--- src/hw/rtl/tmqs_pkg.sv ---
// ----------------------------------------------------------------------------
// tmqs_pkg
// Types, constants and match helper for the typed message queue.
// ----------------------------------------------------------------------------
package tmqs_pkg;

  localparam int TYPE_W      = 31;
  localparam int SEL_W       = 32;
  localparam int HANDLE_W    = 32;
  localparam int REQ_LEN_W   = 16;
  localparam int LEN_W       = 14;
  localparam int MSGCNT_W    = 10;
  localparam int BYTES_W     = 23;
  localparam int IN_TDATA_W  = 120;
  localparam int OUT_TDATA_W = 120;
  localparam int ENT_W       = TYPE_W + HANDLE_W + LEN_W;

  localparam int DEF_QUEUE_DEPTH = 512;
  localparam int DEF_MAX_LENGTH  = 8192;
  localparam logic [REQ_LEN_W-1:0] CFG_MAX_RESET = 16'd16384;

  typedef enum logic [2:0] {
    ST_OK       = 3'd0,
    ST_TOO_LONG = 3'd1,
    ST_FULL     = 3'd2,
    ST_NO_MATCH = 3'd3,
    ST_BUFFER   = 3'd4
  } status_t;

  typedef enum logic [1:0] {
    MM_ANY,
    MM_EQ,
    MM_NE,
    MM_LE
  } match_mode_t;

  typedef enum logic [2:0] {
    BS_IDLE,
    BS_RD,
    BS_CMP,
    BS_SH_RD,
    BS_SH_WR,
    BS_DONE
  } back_state_t;

  // Classified request handed from front to back.
  // key: send -> message type; receive -> selector or magnitude.
  typedef struct packed {
    logic                  is_recv;
    logic                  too_long;
    match_mode_t           mode;
    logic [SEL_W-1:0]      key;
    logic [HANDLE_W-1:0]   handle;
    logic [REQ_LEN_W-1:0]  len;
    logic                  noerror;
  } cmd_t;

  function automatic logic type_hit(logic [TYPE_W-1:0] t, match_mode_t m,
                                    logic [SEL_W-1:0] key);
    logic hit;
    unique case (m)
      MM_ANY:  hit = 1'b1;
      MM_EQ:   hit = ({1'b0, t} == key);
      MM_NE:   hit = ({1'b0, t} != key);
      MM_LE:   hit = ({1'b0, t} <= key);
      default: hit = 1'b0;
    endcase
    return hit;
  endfunction

endpackage

--- src/hw/rtl/tmqs_front.sv ---
// ----------------------------------------------------------------------------
// tmqs_front
// Accepts requests, classifies them and queues them for the back end.
// ----------------------------------------------------------------------------
module tmqs_front
  import tmqs_pkg::*;
(
  input  logic                  clk,
  input  logic                  rst_n,
  input  logic                  in_tvalid,
  output logic                  in_tready,
  input  logic [IN_TDATA_W-1:0] in_tdata,
  input  logic                  in_tuser,
  input  logic [REQ_LEN_W-1:0]  cfg_max,
  output logic                  cmd_valid,
  output cmd_t                  cmd,
  input  logic                  cmd_pop
);

  logic [TYPE_W-1:0]    f_type;
  logic [SEL_W-1:0]     f_sel;
  logic [HANDLE_W-1:0]  f_handle;
  logic [REQ_LEN_W-1:0] f_len;
  logic                 f_except;
  logic                 f_noerror;
  cmd_t                 cls;

  cmd_t       q_r [2];
  logic       wr_ptr_r, rd_ptr_r;
  logic [1:0] cnt_r;
  logic       push;

  assign f_type    = in_tdata[30:0];
  assign f_sel     = in_tdata[62:31];
  assign f_handle  = in_tdata[94:63];
  assign f_len     = in_tdata[110:95];
  assign f_except  = in_tdata[111];
  assign f_noerror = in_tdata[112];

  always_comb begin
    cls.is_recv  = in_tuser;
    cls.too_long = (f_len > cfg_max) || (f_len > REQ_LEN_W'(DEF_MAX_LENGTH));
    cls.handle   = f_handle;
    cls.len      = f_len;
    cls.noerror  = f_noerror;
    cls.mode     = MM_ANY;
    cls.key      = f_sel;
    if (!in_tuser) begin
      cls.key = {1'b0, f_type};
    end else if (f_sel == '0) begin
      cls.mode = MM_ANY;
    end else if (f_sel[SEL_W-1]) begin
      // negative selector: compare against magnitude (2^31 fits unsigned)
      cls.mode = MM_LE;
      cls.key  = ~f_sel + 1'b1;
    end else if (f_except) begin
      cls.mode = MM_NE;
    end else begin
      cls.mode = MM_EQ;
    end
  end

  assign in_tready = (cnt_r != 2'd2);
  assign push      = in_tvalid && in_tready;
  assign cmd_valid = (cnt_r != 2'd0);
  assign cmd       = q_r[rd_ptr_r];

  always_ff @(posedge clk) begin
    if (push) begin
      q_r[wr_ptr_r] <= cls;
    end
  end

  always_ff @(posedge clk) begin
    if (!rst_n) begin
      wr_ptr_r <= 1'b0;
      rd_ptr_r <= 1'b0;
      cnt_r    <= 2'd0;
    end else begin
      if (push) wr_ptr_r <= ~wr_ptr_r;
      if (cmd_pop) rd_ptr_r <= ~rd_ptr_r;
      cnt_r <= cnt_r + 2'(push) - 2'(cmd_pop);
    end
  end

endmodule

--- config.mk ---
export PLATFORM = sky130hd
export DESIGN_NAME = tmqs_front
export DESIGN_NICKNAME = d
export VERILOG_FILES = /design/src/hw/rtl/tmqs_pkg.sv /design/src/hw/rtl/tmqs_front.sv
export SDC_FILE = /design/constraint.sdc
export NUM_CORES = 1
export LEC_CHECK = 0
export BUFFER_PORTS_ARGS = -buffer_cell sky130_fd_sc_hd__buf_2
export CAP_MARGIN = 30
export CORE_AREA = 4 4 153 140
export CTS_CLUSTER_DIAMETER = 30
export DETAILED_ROUTE_END_ITERATION = 10
export DIE_AREA = 0 0 157 144
export PLACE_DENSITY = 0.66
export SYNTH_ARGS = -nofsm -noshare
export SYNTH_HDL_FRONTEND = slang
export SYNTH_SLANG_ARGS = --single-unit
export TNS_END_PERCENT = 100
--- constraint.sdc ---
create_clock -name clk -period 5.6 [get_ports clk]
set_input_delay 0.56 -clock clk [delete_from_list [all_inputs] [get_ports clk]]
set_output_delay 0.56 -clock clk [all_outputs]
set_load 0.01 [all_outputs]
-- Word-level counts from Yosys, hierarchy flattened
Memories as Yosys holds them, arrays and structs flattened. A register that Yosys moved wholly into a read port is not among the register bits.
Index checks and enable logic that the tools add are counted.
W data, S select, Z words.
- word-level logic and storage cells: 28
- register bits: 4
- memories: 1
- bits in read-only memories: 0
- latch bits: 0
- memory bits (writable): 170
- bits of input ports: 141
- memories (name ; words ; width ; read ports ; clocked after Yosys merged registers in ; write ports ; line ; RTL):
    q_r ; 2 ; 85 ; 1 ; 1 ; 1 ; tmqs_front.sv:28 ; cmd_t q_r [2];
- equality and inequality tests: 1
- multiplexer cells: 11
- divide/modulo/power cells: 0
- shifts and indexed selects: 0
- $lt $le $gt $ge: 2
- add/subtract/negate cells: 3
- reductions and logical operators: 4
- bitwise gates (word level): 3
- multiply operators: 0
- operators by type and width (kind ; count):
    $mux W32 ; 3
    $add A32 B1 Y32 const B ; 1
    $logic_not A32 Y1 ; 1
    $not A32 Y32 ; 1
    $gt A16 B14 Y1 const B ; 1
    $gt A16 B16 Y1 ; 1
    $mux W2 ; 4
    $mux W1 ; 4
    $add A2 B1 Y2 ; 1
    $ne A2 B2 Y1 const B ; 1
    $not A1 Y1 ; 2
    $reduce_bool A2 Y1 ; 1
    $sub A2 B1 Y2 ; 1
    $logic_and A1 B1 Y1 ; 1
    $logic_or A1 B1 Y1 ; 1

-- Depth between registers and ports, before layout
- depth after elaboration: 5
- depth in mapped cells: 7
- mapped depth without buffers: 7

-- Least setup slack after synthesis
No wires, ideal clock.
- path type: input -> register
- from: input port in_tvalid
- to: memory q_r[0][0] (netlist bit), enable pin
- buffers on the path: 0
- arrival: 4.207 ns
- stages: 2
- setup slack: 0.862 ns
- cell sequence: nand2_1 nor2_1
- word-level cells in the longest chain between the ends: 3
- ends and longest elaborated chain (item ; line ; RTL):
    from (decl) ; tmqs_front.sv:10 ; input logic in_tvalid,
    $logic_and A1 B1 Y1 ; tmqs_front.sv:64 ; assign push = in_tvalid && in_tready;
    $mux W1 ; tmqs_front.sv:69 ; if (push) begin
    $mux W1 (not written as such) ; tmqs_front.sv:70 ; q_r[wr_ptr_r] <= cls;
    to (decl) ; tmqs_front.sv:28 ;
Every way passes these cells.

==> impl_metrics.toml <==
[outcome]
outcome = "finished clean"

[hold_path]
hp-class = "primary input to register"
hp-start = "in_tdata[92]"
min_path_cells = 1
holdPathEnd = "q_r[0][46]"

[synthesis]
synthTopCellsByArea = "edfxtp_1 66%, mux2_2 12%, xor2_1 3.3%, ha_1 3.1%, a21oi_1 2.3%"
synth.distinct_cells = 42
yosysTopAreaCell = "edfxtp_1"
syn_inst = 516
yosysWarnings = 0
synth-seq-cells = 175
synth_top_area_frac = 0.656
synth.avg_cell_area_um2 = 15.1
synth_enable_flop_cells = 170
async_flop_share = 0
syn-cell-area_mm2 = 0.00778
seq_area_frac_synth = 0.669
synth_nets = 676
ys.flop_type = "edfxtp_1"

[clocking]
root_buffer = "clkbuf_16"
insertion_delay_ns = 0.42
cts.sinks = 175
cts_resized = 0
cts_tree = "built"
hold_buffers = 0
htree_levels = 4
post_cts_buffers = 0
clkTransAtPathRegs_ns = 0.07
clk_path_buf_depth = 2
numCtsBuffers = 17

[grt]
antenna_found_initial = 0
overflow = 0
grt_pass1_vias = 5334
grtUsageTotal = 0.158
grt_pass1_wl_um = 27700
grt_start_max_net_pins = 67

[setup_path]
crit_required_ns = 5.04
cp.arrival_ns = 2.35
critPathMaxFanout = 58
cp_cell_sequence = "buf_4 > mux2_2 > buf_2"
r2r_end = "q_r[1][26]"
reg2reg_depth = 3
start_kind = "register"
critPathSlowestCell = "buf_4"
rr_startpoint = "cnt_r[0]"
path_delay_family = "buffers and inverters"
critPathMaxStageDelay_ns = 0.67
reg2reg_setup_slack_ns = 3.45
criticalPathCategory = "register to output port"
worst-path-buf-inv = 2
endpoint_kind = "output port"

[final_layout]
fill_cells = 1747
areaGrowthSynthToFinish_pct = 25.4
n_antenna_cell = 0
final_common_cell = "buf_2"
layout_common_cells = "220 x buf_2, 170 x edfxtp_1, 86 x mux2_2"
fin_nets = 899
drive_gt1_frac = 0.468

[floorplan]
start_util = 0.393
die_height_um = 144
ios = 228
coreArea_mm2 = 0.0198
fp.dieW_um = 157
fp-row-count = 49
die_area_mm2 = 0.0226

[place]
dp_hpwl_um = 12900
gp_congestion = 0.927
port_buffers = 220

[timing]
slew_headroom = 0.446
fmax_mhz = 343
hold_viol_final = 0
skew_ns = 0.0113
period_needed_ns = 2.91
tightestPinTransition_ns = 0.832
setup_viol = 0
rsz0062_at_grt = "false"
tns_ns = 0
timing.final.crit_share = 0.520
slew_violations = 0

[power]
power_frac_comb = 0.182
p_seq_frac = 0.484
power.density_mw_per_mm2 = 359
leakage_uw = 0.00377
clkPwrFrac = 0.333
internal_power_uw = 2560
vdd_ir_drop_max_v = 0.000190
p_switching_uw = 944
fin_total_pwr_uw = 3500
netSwitchingFraction = 0.270

[detailed_routing]
routed_wl_um = 17900
route.detailed.drc = 0
wire_per_inst_um = 17.8
drtAntennaViolNets = 0
dr_total_vias = 5130
drt_iter0_markers = 227
firstDrtPassIters = 4
vias_per_cell = 5.09

[flow_run]
maxCapViolations = 0
==> power groups by stage <==
stage | Combinational [uW] | Sequential, uW | Clock (uW)
final | 639 | 1700 | 1170
after floorplan | 377 | 1720 | 0
after detailed placement | 651 | 1730 | 0
after global routing | 707 | 1710 | 1260
after global placement | 637 | 1720 | 0
after CTS | 656 | 1700 | 1210
==> cell usage after synthesis, types with 2 or more instances <==
library cell / n
or4_4: 2
o21ai_0: 5
nand4_1: 8
nor2_1: 35
buf_1: 5
or3_1: 4
o41ai_1: 7
nor4_1: 7
nand2_1: 12
and2_1: 5
nand2b_1: 3
a211oi_1: 3
nand3_1: 4
xor2_1: 29
clkbuf_1: 14
ha_1: 19
o31a_1: 2
inv_1: 20
edfxtp_1: 170
o31ai_1: 11
a21oi_1: 36
mux2_2: 86
xnor2_1: 3
nor2b_1: 2
o21a_1: 3
dfxtp_1: 5
==> area by class of cell <==
class                      instances  area [um2]  area share
sequential                       175        5210       0.534
clock inverter                    15         166      0.0171
inverter                          20        75.1     0.00769
multi-input combinational        300        2420       0.248
clock buffer                      17         425      0.0436
timing repair buffer             225        1140       0.117
tap                              255         319      0.0327
==> metrics by stage <==
step	setup WS [ns]	util	instance area [um2]	instances	hold WS, ns
2_1_floorplan	0.862	-	7780	516	0.542
3_3_place_gp	2.54	0.463	9170	975	0.566
3_5_place_dp	2.51	0.463	9170	975	0.576
4_1_cts	2.62	0.493	9760	1007	0.297
5_1_grt	2.53	0.493	9760	1007	0.297
6_report	2.69	0.493	9760	1007	0.324
==> state kept, by name, indices dropped and copies added, names as in the netlist, named ones only <==
| signal | count |
|---|---|
| wr_ptr_r | 1 |
| rd_ptr_r | 1 |
| cnt_r | 2 |
| q_r | 170 |
==> layer usage <==
layer / track usage / share of wire / vias up
met2: 0.258 / 0.46 / 214
li1: - / - / 2424
met3: 0.0485 / 0.082 / 26
met4: 0.0507 / 0.014 / 0
met5: 0 / 0 / -
met1: 0.202 / 0.44 / 2466
==> cells by family after synthesis <==
kind of cell,after synthesis,synth area share
buffers and inverters,41,0.0209
xor gates and xnor gates,32,0.0360
adders and majority gates,19,0.0306
DFF,175,0.669
muxes,87,0.126
and+or+nand+nor,92,0.0618
AOI/OAI and AO/OA,70,0.0560
==> how the worst max path moves through the flow <==
stage                 end    startpoint  depth (start not counted)  slack (ns)
2_1_floorplan   q_r[0][0]     in_tvalid                          2        0.86
3_3_place_gp   q_r[0][70]  in_tdata[44]                          6        2.54
3_5_place_dp   q_r[1][70]  in_tdata[44]                          6        2.51
4_1_cts           cmd[71]      register                          3        2.62
5_1_grt           cmd[71]      register                          3        2.53
6_report          cmd[26]      register                          3        2.69
Power figures use the tool's default switching activity.
